==> config.mk <==
export PLATFORM = sky130hd
export DESIGN_NAME = record_deframer_crc32_check
export DESIGN_NICKNAME = d
export VERILOG_FILES = /design/src/hdl/rdc_pkg.sv /design/src/hdl/record_deframer_crc32_check.sv /design/src/hdl/rdc_parser.sv
export SDC_FILE = /design/constraint.sdc
export NUM_CORES = 1
export LEC_CHECK = 0
export BUFFER_PORTS_ARGS = -buffer_cell sky130_fd_sc_hd__buf_2
export CAP_MARGIN = 30
export CORE_UTILIZATION = 50
export CTS_CLUSTER_SIZE = 12
export DETAILED_ROUTE_END_ITERATION = 12
export PLACE_DENSITY = 0.67
export SLEW_MARGIN = 40
export SYNTH_ARGS = -nofsm -noshare
export SYNTH_HDL_FRONTEND = slang
export SYNTH_SLANG_ARGS = --single-unit
==> constraint.sdc <==
create_clock -name clk_i -period 11.5 [get_ports clk_i]
set_input_delay 0.575 -clock clk_i [delete_from_list [all_inputs] [get_ports clk_i]]
set_output_delay 0.575 -clock clk_i [all_outputs]
set_load 0.005 [all_outputs]
==> src/hdl/rdc_pkg.sv <==
// Shared types, codes and the CRC-32 byte update for the record deframer.
// No dependencies; every other file imports this package.
package rdc_pkg;

  // header layout and defaults
  localparam int unsigned HeaderBytes    = 32;
  localparam int unsigned CheckPos       = HeaderBytes - 4;
  localparam int unsigned LengthBitsDflt = 16;
  localparam logic [31:0] CrcPoly        = 32'hEDB88320;
  localparam logic [31:0] CrcInit        = 32'hFFFFFFFF;
  localparam logic [31:0] ValidMark      = 32'd1;

  // parser phase
  typedef enum logic [2:0] {
    PH_IDLE,
    PH_HDR,
    PH_KEY,
    PH_KCHK,
    PH_VAL,
    PH_VCHK
  } phase_e;

  // section code reported with each byte
  typedef enum logic [2:0] {
    SEC_HDR  = 3'd0,
    SEC_KEY  = 3'd1,
    SEC_KCHK = 3'd2,
    SEC_VAL  = 3'd3,
    SEC_VCHK = 3'd4,
    SEC_IGN  = 3'd5
  } section_e;

  // status code reported with each byte
  typedef enum logic [2:0] {
    ST_OK        = 3'd0,
    ST_NOT_VALID = 3'd1,
    ST_HDR_BAD   = 3'd2,
    ST_KEY_BAD   = 3'd3,
    ST_VAL_BAD   = 3'd4,
    ST_TOO_LARGE = 3'd5
  } status_e;

  // input request
  typedef struct packed {
    logic [7:0] in_byte;
    logic       start_of_record;
  } in_req_t;

  // result request
  typedef struct packed {
    logic [7:0]  out_byte;
    section_e    section;
    status_e     status;
    logic        record_end;
    logic [15:0] key_length;
    logic [15:0] value_length;
    logic [15:0] padding_length;
  } out_req_t;

  // reflected crc-32, one byte
  function automatic logic [31:0] crc32_byte(logic [31:0] c, logic [7:0] b);
    logic [31:0] x;
    x = c ^ {24'd0, b};
    for (int k = 0; k < 8; k++) begin
      x = x[0] ? ((x >> 1) ^ CrcPoly) : (x >> 1);
    end
    return x;
  endfunction

endpackage

==> src/hdl/record_deframer_crc32_check.sv <==
// Record deframer with CRC-32 checks, top level: parser plus output and skid
// registers. Depends on rdc_pkg and rdc_parser.
//
// Takes one record byte per request and returns exactly one result per byte:
// the byte itself, its section, a status and the header lengths. A byte with
// start_of_record set restarts the parser as header byte 0. The 32-byte
// header is checked on its last byte (valid word, header CRC, length bound of
// 2^LENGTH_BITS-1); key and value bytes each carry a 4-byte reflected CRC-32
// checked on the last check byte; a key CRC error is reported on the last value
// check byte. After a record ends, bytes are reported as ignored until the next
// start flag. Throughput is one byte per cycle while in_stall_o is low; the
// result is registered in the output register, or in a skid register that lets
// the input take one more byte while the output is stalled.
module record_deframer_crc32_check import rdc_pkg::*; #(
  parameter int unsigned LENGTH_BITS = LengthBitsDflt
) (
  input  logic     clk_i,
  input  logic     rst_ni,
  input  logic     in_valid_i,
  output logic     in_stall_o,
  input  in_req_t  in_req_i,
  output logic     out_valid_o,
  input  logic     out_stall_i,
  output out_req_t out_req_o
);

  logic     accept, out_take, out_load;
  logic     out_valid_q, out_valid_d;
  logic     skid_valid_q, skid_valid_d;
  out_req_t res, out_q, out_d, skid_q;

  assign in_stall_o = skid_valid_q;
  assign accept     = in_valid_i && !skid_valid_q;
  assign out_take   = out_valid_q && !out_stall_i;
  assign out_load   = !out_valid_q || out_take;

  rdc_parser #(
    .LENGTH_BITS (LENGTH_BITS)
  ) u_parser (
    .clk_i    (clk_i),
    .rst_ni   (rst_ni),
    .accept_i (accept),
    .req_i    (in_req_i),
    .res_o    (res)
  );

  // output and skid control
  always_comb begin
    out_valid_d  = out_valid_q;
    skid_valid_d = skid_valid_q;
    out_d        = out_q;
    if (out_load) begin
      if (skid_valid_q) begin
        out_d        = skid_q;
        out_valid_d  = 1'b1;
        skid_valid_d = 1'b0;
      end else begin
        out_d       = res;
        out_valid_d = accept;
      end
    end else if (accept) begin
      skid_valid_d = 1'b1;
    end
  end

  always_ff @(posedge clk_i or negedge rst_ni) begin
    if (!rst_ni) begin
      out_valid_q  <= 1'b0;
      skid_valid_q <= 1'b0;
    end else begin
      out_valid_q  <= out_valid_d;
      skid_valid_q <= skid_valid_d;
    end
  end

  // payload registers
  always_ff @(posedge clk_i) begin
    out_q <= out_d;
    if (accept && !out_load) begin
      skid_q <= res;
    end
  end

  assign out_valid_o = out_valid_q;
  assign out_req_o   = out_q;

  // skid only fills behind a held result
  a_skid_behind_out : assert property (@(posedge clk_i) disable iff (!rst_ni)
    skid_valid_q |-> out_valid_q)
    else $error("skid request without an output request");

  // a request taken while the output stalls lands in the skid
  a_stall_to_skid : assert property (@(posedge clk_i) disable iff (!rst_ni)
    (accept && out_valid_q && out_stall_i) |=> skid_valid_q)
    else $error("request lost while output stalled");

  // an error status always closes the record
  a_err_ends : assert property (@(posedge clk_i) disable iff (!rst_ni)
    (out_valid_o && (out_req_o.status != ST_OK)) |-> out_req_o.record_end)
    else $error("error status without record end");

  // a record only ends on a header or value check byte
  a_end_section : assert property (@(posedge clk_i) disable iff (!rst_ni)
    (out_valid_o && out_req_o.record_end) |->
      (out_req_o.section == SEC_HDR || out_req_o.section == SEC_VCHK))
    else $error("record end in wrong section");

endmodule

==> src/hdl/rdc_parser.sv <==
// Record parser: phase, counters, header fields and running CRC, plus the
// per-byte result logic. Depends on rdc_pkg.
module rdc_parser import rdc_pkg::*; #(
  parameter int unsigned LENGTH_BITS = LengthBitsDflt
) (
  input  logic     clk_i,
  input  logic     rst_ni,
  input  logic     accept_i,
  input  in_req_t  req_i,
  output out_req_t res_o
);

  localparam int unsigned CntW = LENGTH_BITS;
  localparam logic [CntW-1:0] HdrLast  = CntW'(HeaderBytes - 1);
  localparam logic [CntW-1:0] HdrCrcEnd = CntW'(CheckPos);

  phase_e          phase_q, phase_d, ph;
  logic [CntW-1:0] cnt_q, cnt_d, cnt;
  logic [CntW:0]   cnt_inc;
  logic [31:0]     valid_q, valid_d, vw;
  logic [31:0]     key_q, key_d, key_e;
  logic [31:0]     val_q, val_d, val_e;
  logic [31:0]     pad_q, pad_d, pad_e;
  logic [31:0]     crc_q, crc_d, crc;
  logic [31:0]     chk_q, chk_d, chk;
  logic            kbad_q, kbad_d, kbad;
  logic            show, bad, too_large;
  logic [CntW:0]   len_lim;

  function automatic logic [31:0] put_byte(logic [31:0] w, logic [1:0] idx,
                                           logic [7:0] b);
    logic [31:0] r;
    r = w;
    r[{idx, 3'b000} +: 8] = b;
    return r;
  endfunction

  // start flag clears the record state
  always_comb begin
    ph    = req_i.start_of_record ? PH_HDR : phase_q;
    cnt   = req_i.start_of_record ? '0 : cnt_q;
    vw    = req_i.start_of_record ? '0 : valid_q;
    key_e = req_i.start_of_record ? '0 : key_q;
    val_e = req_i.start_of_record ? '0 : val_q;
    pad_e = req_i.start_of_record ? '0 : pad_q;
    crc   = req_i.start_of_record ? CrcInit : crc_q;
    chk   = req_i.start_of_record ? '0 : chk_q;
    kbad  = req_i.start_of_record ? 1'b0 : kbad_q;
  end

  assign cnt_inc   = {1'b0, cnt} + {{CntW{1'b0}}, 1'b1};
  assign too_large = ((key_e >> LENGTH_BITS) != '0) || ((val_e >> LENGTH_BITS) != '0);
  assign len_lim   = (ph == PH_KEY) ? {1'b0, key_e[CntW-1:0]} : {1'b0, val_e[CntW-1:0]};

  // next state and result
  always_comb begin
    phase_d = ph;
    cnt_d   = cnt;
    valid_d = vw;
    key_d   = key_e;
    val_d   = val_e;
    pad_d   = pad_e;
    crc_d   = crc;
    chk_d   = chk;
    kbad_d  = kbad;
    show    = 1'b0;
    bad     = 1'b0;
    res_o.out_byte   = req_i.in_byte;
    res_o.section    = SEC_IGN;
    res_o.status     = ST_OK;
    res_o.record_end = 1'b0;
    case (ph)
      PH_HDR: begin
        res_o.section = SEC_HDR;
        if (cnt < HdrCrcEnd) begin
          crc_d = crc32_byte(crc, req_i.in_byte);
        end
        case (cnt[4:2])
          3'd0:    valid_d = put_byte(vw, cnt[1:0], req_i.in_byte);
          3'd1:    key_d   = put_byte(key_e, cnt[1:0], req_i.in_byte);
          3'd2:    val_d   = put_byte(val_e, cnt[1:0], req_i.in_byte);
          3'd3:    pad_d   = put_byte(pad_e, cnt[1:0], req_i.in_byte);
          3'd7:    chk_d   = put_byte(chk, cnt[1:0], req_i.in_byte);
          default: ;
        endcase
        cnt_d = cnt_inc[CntW-1:0];
        if (cnt == HdrLast) begin
          if (vw != ValidMark) begin
            res_o.status = ST_NOT_VALID;
          end else if (~crc != chk_d) begin
            res_o.status = ST_HDR_BAD;
          end else if (too_large) begin
            res_o.status = ST_TOO_LARGE;
          end
          if (res_o.status != ST_OK) begin
            res_o.record_end = 1'b1;
            phase_d = PH_IDLE;
          end else begin
            show    = 1'b1;
            cnt_d   = '0;
            crc_d   = CrcInit;
            chk_d   = '0;
            phase_d = (key_e != '0) ? PH_KEY : PH_KCHK;
          end
        end
      end
      PH_KEY, PH_VAL: begin
        res_o.section = (ph == PH_KEY) ? SEC_KEY : SEC_VAL;
        show  = 1'b1;
        crc_d = crc32_byte(crc, req_i.in_byte);
        cnt_d = cnt_inc[CntW-1:0];
        if (cnt_inc >= len_lim) begin
          cnt_d   = '0;
          chk_d   = '0;
          phase_d = (ph == PH_KEY) ? PH_KCHK : PH_VCHK;
        end
      end
      PH_KCHK, PH_VCHK: begin
        res_o.section = (ph == PH_KCHK) ? SEC_KCHK : SEC_VCHK;
        show  = 1'b1;
        chk_d = put_byte(chk, cnt[1:0], req_i.in_byte);
        cnt_d = cnt_inc[CntW-1:0];
        if (cnt[1:0] == 2'd3) begin
          bad   = (~crc != chk_d);
          cnt_d = '0;
          chk_d = '0;
          crc_d = CrcInit;
          if (ph == PH_KCHK) begin
            if (bad) begin
              kbad_d = 1'b1;
            end
            phase_d = (val_e != '0) ? PH_VAL : PH_VCHK;
          end else begin
            res_o.status     = kbad ? ST_KEY_BAD : (bad ? ST_VAL_BAD : ST_OK);
            res_o.record_end = 1'b1;
            phase_d          = PH_IDLE;
          end
        end
      end
      default: ;
    endcase
    res_o.key_length     = show ? key_d[15:0] : '0;
    res_o.value_length   = show ? val_d[15:0] : '0;
    res_o.padding_length = show ? pad_d[15:0] : '0;
  end

  // record state registers
  always_ff @(posedge clk_i or negedge rst_ni) begin
    if (!rst_ni) begin
      phase_q <= PH_IDLE;
      cnt_q   <= '0;
      valid_q <= '0;
      key_q   <= '0;
      val_q   <= '0;
      pad_q   <= '0;
      crc_q   <= CrcInit;
      chk_q   <= '0;
      kbad_q  <= 1'b0;
    end else if (accept_i) begin
      phase_q <= phase_d;
      cnt_q   <= cnt_d;
      valid_q <= valid_d;
      key_q   <= key_d;
      val_q   <= val_d;
      pad_q   <= pad_d;
      crc_q   <= crc_d;
      chk_q   <= chk_d;
      kbad_q  <= kbad_d;
    end
  end

endmodule
# Yosys cells after proc, flatten, opt, wreduce, memory -nomap -nowiden
# Cells that the tools add are included.
[word_totals]
rom_bits = 0
in_bits = 13
ramBits = 0
latch_bits = 0
wordCells = 160
out_inout_bits = 65
mem_count = 0
ff_bits = 340
[classes]
shifts = 2
mux = 86
div_mod_pow = 0
eq_ne = 14
order_cmp = 2
mul = 0
n_reduce_logical = 19
n_addsub = 2
bitwise = 10
[op_table]
columns = ["operator", "n"]
rows = [
  ["$mux W32", 32],
  ["$pmux W32 S3", 2],
  ["$bwmux W32", 5],
  ["$mux W16", 9],
  ["$reduce_bool A32 Y1", 4],
  ["$not A13 Y14", 8],
  ["$ne A32 B32 Y1", 2],
  ["$mux W63", 1],
  ["$pmux W16 S3", 1],
  ["$mux W3", 15],
  ["$ne A32 B1 Y1 const B", 1],
  ["$not A32 Y32", 1],
  ["$shift A8 B7 Y32 const A", 1],
  ["$shiftx A8 B7 Y32", 1],
  ["$xor A32 B8 Y32", 1],
  ["$pmux W3 S3", 2],
  ["$add A16 B1 Y17 const B", 1],
  ["$ge A17 B17 Y1", 1],
  ["$eq A16 B5 Y1 const B", 1],
  ["$lt A16 B5 Y1 const B", 1],
  ["$mux W1", 13],
  ["$eq A3 B2 Y1 const B", 4],
  ["$mux W4", 3],
  ["$eq A3 B3 Y1 const B", 3],
  ["14 further kinds", 22],
]

# Depth between registers and ports, before layout
[logic_depth]
ltp_word = 22
mapped_depth = 27
ltp_nobuf = 20

# By module
# A second synthesis with hierarchy kept.
[hier_totals]
hier_cells = 2037
area_unflattened_um2 = 19144.6
[modules_own_cells]
columns = ["module", "cells_per_inst", "area_each_um2", "seq_area_each_um2", "instances"]
rows = [
  ["rdc_parser", 1834, 14427.6, 4944.7, 1],
  ["record_deframer_crc32_check", 203, 4717.0, 3833.7, 1],
]

# Worst setup path before layout
# No wires, ideal clock.
[synth_path]
path_type = "input port to flip-flop"
startpoint = "input port out_stall_i"
endpoint = "register skid_q[0] (netlist bit), enable pin"
t_required_ns = 11.016
stages = 2
path_slack_ns = 6.174
path_buffers = 0
setup_ns = 0.484
arrival_time_ns = 4.842
path_cell_list = "nand2_1 > nor2_1"
[synth_via]
elab_chain_len = 5
[synth_lines]
columns = ["element", "line", "source"]
rows = [
  ["start: declaration", "record_deframer_crc32_check.sv:23", "input logic out_stall_i,"],
  ["$logic_not A1 Y1", "record_deframer_crc32_check.sv:34", "assign out_take = out_valid_q && !out_stall_i;"],
  ["$logic_and A1 B1 Y1", "record_deframer_crc32_check.sv:34", ""],
  ["$logic_or A1 B1 Y1", "record_deframer_crc32_check.sv:35", "assign out_load = !out_valid_q || out_take;"],
  ["$logic_not A1 Y1", "record_deframer_crc32_check.sv:79", "if (accept && !out_load) begin"],
  ["$logic_and A1 B1 Y1", "record_deframer_crc32_check.sv:79", ""],
  ["end signal: assignment", "record_deframer_crc32_check.sv:80", "skid_q <= res;"],
  ["end: declaration", "record_deframer_crc32_check.sv:30", "out_req_t res, out_q, out_d, skid_q;"],
]
# Every way passes these cells.
# A chain may end at the register's enable or synchronous reset.

# Worst setup path in the final report
[layout_path]
startpoint = "register u_parser.cnt_q[0]"
endpoint = "register out_q (netlist bit out_req_o[8]) (data pin)"
[layout_via]
elab_chain_len = 17
elab_cells_between_ends = 22
cone_classes = "1 x add/sub; 2 x eq/ne; 2 x shift; 16 x mux; 1 x reduce/logical"
[layout_lines]
columns = ["element", "line", "source"]
rows = [
  ["start: declaration", "rdc_parser.sv:18", "logic [CntW-1:0] cnt_q, cnt_d, cnt;"],
  ["start signal: assignment", "rdc_parser.sv:161", "cnt_q <= cnt_d;"],
  ["$mux W16 (*)", "rdc_parser.sv:41", "cnt = req_i.start_of_record ? '0 : cnt_q;"],
  ["$neg A5 Y7", "rdc_parser.sv:34", "r[{idx, 3'b000} +: 8] = b;"],
  ["$shiftx A8 B7 Y32 or $shift A8 B7 Y32 (tied branches)", "rdc_parser.sv:34", ""],
  ["$bwmux W32", "rdc_parser.sv:34", ""],
  ["$mux W32", "rdc_parser.sv:78", "case (cnt[4:2])"],
  ["$mux W32", "rdc_parser.sv:72", "case (ph)"],
  ["$ne A32 B32 Y1", "rdc_parser.sv:90", "end else if (~crc != chk_d) begin"],
  ["$mux W3", "rdc_parser.sv:90", ""],
  ["$mux W3", "rdc_parser.sv:88", "if (vw != ValidMark) begin"],
  ["$mux W3", "rdc_parser.sv:87", "if (cnt == HdrLast) begin"],
  ["$mux W3", "rdc_parser.sv:72", ""],
  ["$reduce_bool A3 Y1", "rdc_parser.sv:95", "if (res_o.status != ST_OK) begin"],
  ["$mux W1", "rdc_parser.sv:95", ""],
  ["$mux W1", "rdc_parser.sv:87", ""],
  ["$pmux W1 S2", "rdc_parser.sv:72", ""],
  ["$mux W16 (*)", "rdc_parser.sv:144", "res_o.padding_length = show ? pad_d[15:0] : '0;"],
  ["$mux W63 (*)", "record_deframer_crc32_check.sv:53", "if (skid_valid_q) begin"],
  ["end signal: assignment", "record_deframer_crc32_check.sv:78", "out_q <= out_d;"],
  ["end: declaration", "record_deframer_crc32_check.sv:30", ""],
]
# Every way passes the cells marked *; elsewhere a longest branch is shown, timed or not. The select of a mux whose other input is x is not followed.

==> results.yml <==
clocking:
  cts-htree-levels: 2
  cts_resized: 0
  cts_tree: "built"
  numCtsBuffers: 37
  ctsHoldBuffers: 0
  post_cts_buffers: 0
  clk_pin_slew_worst_paths_ns: 0.07
  clock-sinks: 324
  clk_latency_ns: 0.59
  cts.path.max_buffers: 3
  root_buffer: "clkbuf_16"
critical_path:
  critPathBufInv: 2
  crit_required_ns: 11.89
  reg2reg_depth: 13
  cpMostUsedCell: "a22oi_1"
  crit_type: "reg2reg"
  end_kind: "flop"
  cp-startpoint: "u_parser.cnt_q[0]"
  slowest_stage: "and4_1"
  reg2reg_to: "out_req_o[8]"
  slowest_delay_ns: 0.76
  path_cells: "nand2b_1 > inv_1 > ha_1 > nand4_1 > nor2b_1 > a22oi_1 > a22oi_1 > a41o_1 > and3_1 > and4_1 > nor2_4 > buf_6 > o31ai_1"
  critical_path.top_delay_family: "simple AND/OR/NAND/NOR gates"
  rrSetupSlack_ns: 5.38
  startpoint_type: "flop"
  path_depth: 13
  worstPathArrival_ns: 6.51
  crit_fanout: 96
  worst_r2r_startpoint: "u_parser.cnt_q[0]"
global_route:
  grtUsageMet3_pct: 7.79
  met1_usage_pct: 45.1
  grt_start_max_net_pins: 97
  antenna_found_initial: 0
  busiest_layer: "met2"
  grt_pass1_vias: 16200
  grtUsageMet2_pct: 52.8
  grtUsageTotal_pct: 34.6
  grt_overflow: 0
  grt_pass1_wl_um: 101000
cells_and_area:
  ff_latch_area_mm2: 0.00878
  antennaDiodeCount: 0
  area.growth.synth_to_final_pct: 9.65
  finish.utilization_pct: 55.6
  layout_commonest_cell: "nand2_1"
  multi_input_area_mm2: 0.00949
  drive_gt1_share_pct: 13.2
  nets: 2066
  fillers: 3405
  layout_common_cells: "nand2_1, nor2_1, dfrtp_1"
sta:
  period_minus_slack_ns: 6.12
  max-slew-margin-rel_pct: 37.7
  fin_skew_ns: 0.0351
  rsz0062_at_grt: "no"
  worst_pin_slew_ns: 0.932
  fmax_mhz: 163
  layout_setup_ws_ns: 5.38
  tns_ns: 0
  finalHoldViolCount: 0
  drv_slew: 0
  period_share_pct: 53.2
  setup_viol: 0
floorplan:
  start_util_pct: 50.7
  die_width_um: 197
  io_pins: 78
  dieArea_mm2: 0.0389
  die_h_um: 197
  coreArea_mm2: 0.0376
  rows: 71
logic_synthesis:
  synth.distinct_cells: 89
  synthesis.nets: 2085
  synthCells: 2049
  synth_top_cell_by_area: "dfrtp_1"
  synthAdderAreaFrac_pct: 1.51
  synthTopCellsByArea: "dfrtp_1, edfxtp_1, nand2_1"
  synth-simple-area-share_pct: 18.9
  synth_edf_count: 126
  synth_compound_area_share_pct: 21.8
  yosysSeqAreaShare_pct: 46.1
  ys_seq_elements: 324
  synth_top_area_share_pct: 21.8
  yosys-mux-area-fraction_pct: 1.21
  syn_avg_cell_area_um2: 9.30
  synth_xor_area_share_pct: 5.86
  yosys_warnings: 0
  synthArstFlopShare_pct: 61.1
  syn-cell-area_mm2: 0.0191
  synth_top_family_by_area: "compound AO/OA/AOI/OAI gates"
  ys.flop_type: "dfrtp_1"
routing:
  drcViolationCount: 0
  vias: 17000
  vias_per_cell: 6.61
  wl_per_cell_um: 25.8
  first_pass_iters: 6
  antenna_left: 0
  drt-initial-drc-count: 2072
  totalWireLength_um: 66400
pwr:
  leakage_uw: 0.00808
  p_per_area_mw_per_mm2: 187
  peakVddDrop_v: 0.000212
placement:
  io_buffers: 77
  routabilityCongestion: 1.02
  dpl.hpwl_um: 45500
  pre_cts_slack_ns: 5.24
hold_path:
  hold_path.class: "in2async"
job:
  cap_violations: 0
outcome:
  run_status: "finished clean"
state kept, by name, indices dropped and copies added (netlist names):
| signal | flops |
|---|---|
| u_parser.phase_q | 3 |
| out_valid_o | 1 |
| u_parser.valid_q | 32 |
| u_parser.chk_q | 32 |
| u_parser.kbad_q | 1 |
| u_parser.val_q | 32 |
| u_parser.key_q | 32 |
| out_req_o | 63 |
| u_parser.cnt_q | 16 |
| in_stall_o | 1 |
| skid_q | 63 |
| u_parser.crc_q | 32 |
| u_parser.pad_q | 16 |
kinds of logic (layout without fill, tap and decap cells):
family / count (synthesis) / after routing
simple gates: 774 / 774
compound gates: 598 / 598
flops: 324 / 324
buf+inv: 191 / 200
xor+xnor: 118 / 118
fa+ha+maj: 23 / 23
mux: 21 / 21
worst max path at each step:
stage	endpoint
after floorplan	skid_q[0]
after global placement	out_req_o[13]
after detailed placement	out_req_o[8]
after CTS	out_req_o[34]
after global routing	out_req_o[41]
final	out_req_o[8]
where the power goes:
| group | switching, uW | internal [uW] | leakage, uW | total, uW |
|---|---|---|---|---|
| Combinational | 697 | 472 | 0.00359 | 1170 |
| Sequential | 191 | 1350 | 0.00389 | 1540 |
| Clock | 500 | 695 | 0.000601 | 1190 |
| Total | 1390 | 2520 | 0.00808 | 3910 |
cells in the mapped netlist (all sizes together), types with 23 or more instances:
cell type and count:
xor2 29, o21ai 171, a22o 34, edfxtp 126, dfstp 32, nand3 55, dfrtp 166, a22oi 25
ha 23, nand4 23, xnor2 88, nor3 36, nor4 38, a32oi 77, clkbuf 109, nor2 182
o31ai 61, buf 60, nand2 322, a21oi 74
final cells by class:
type | instances | area share, %
clock buffer | 56 | 5.11
clock inverter | 11 | 0.754
inverter | 22 | 0.395
multi-input combinational | 1534 | 45.4
sequential | 324 | 42.0
tap | 511 | 3.06
timing repair buffer | 111 | 3.27
routing by layer:
| metal | share of wire, % | vias up |
|---|---|---|
| li1 | - | 7547 |
| met2 | 45 | 955 |
| met4 | 6.4 | 0 |
| met1 | 40 | 8238 |
| met3 | 8.5 | 240 |
| met5 | 0 | - |
through the flow:
stage | cell area [um^2] | hold WS, ns | power [uW] | cells
global placement | 19600 | 0.466 | 2680 | 2501
CTS | 20900 | 0.0533 | 3890 | 2569
finish | 20900 | 0.0263 | 3910 | 2569
detailed placement | 19700 | 0.472 | 2690 | 2502
global route | 20900 | 0.0612 | 4070 | 2569
floorplan | 19100 | 0.279 | 2330 | 2049
No activity file was read; power rests on OpenSTA's default activity.
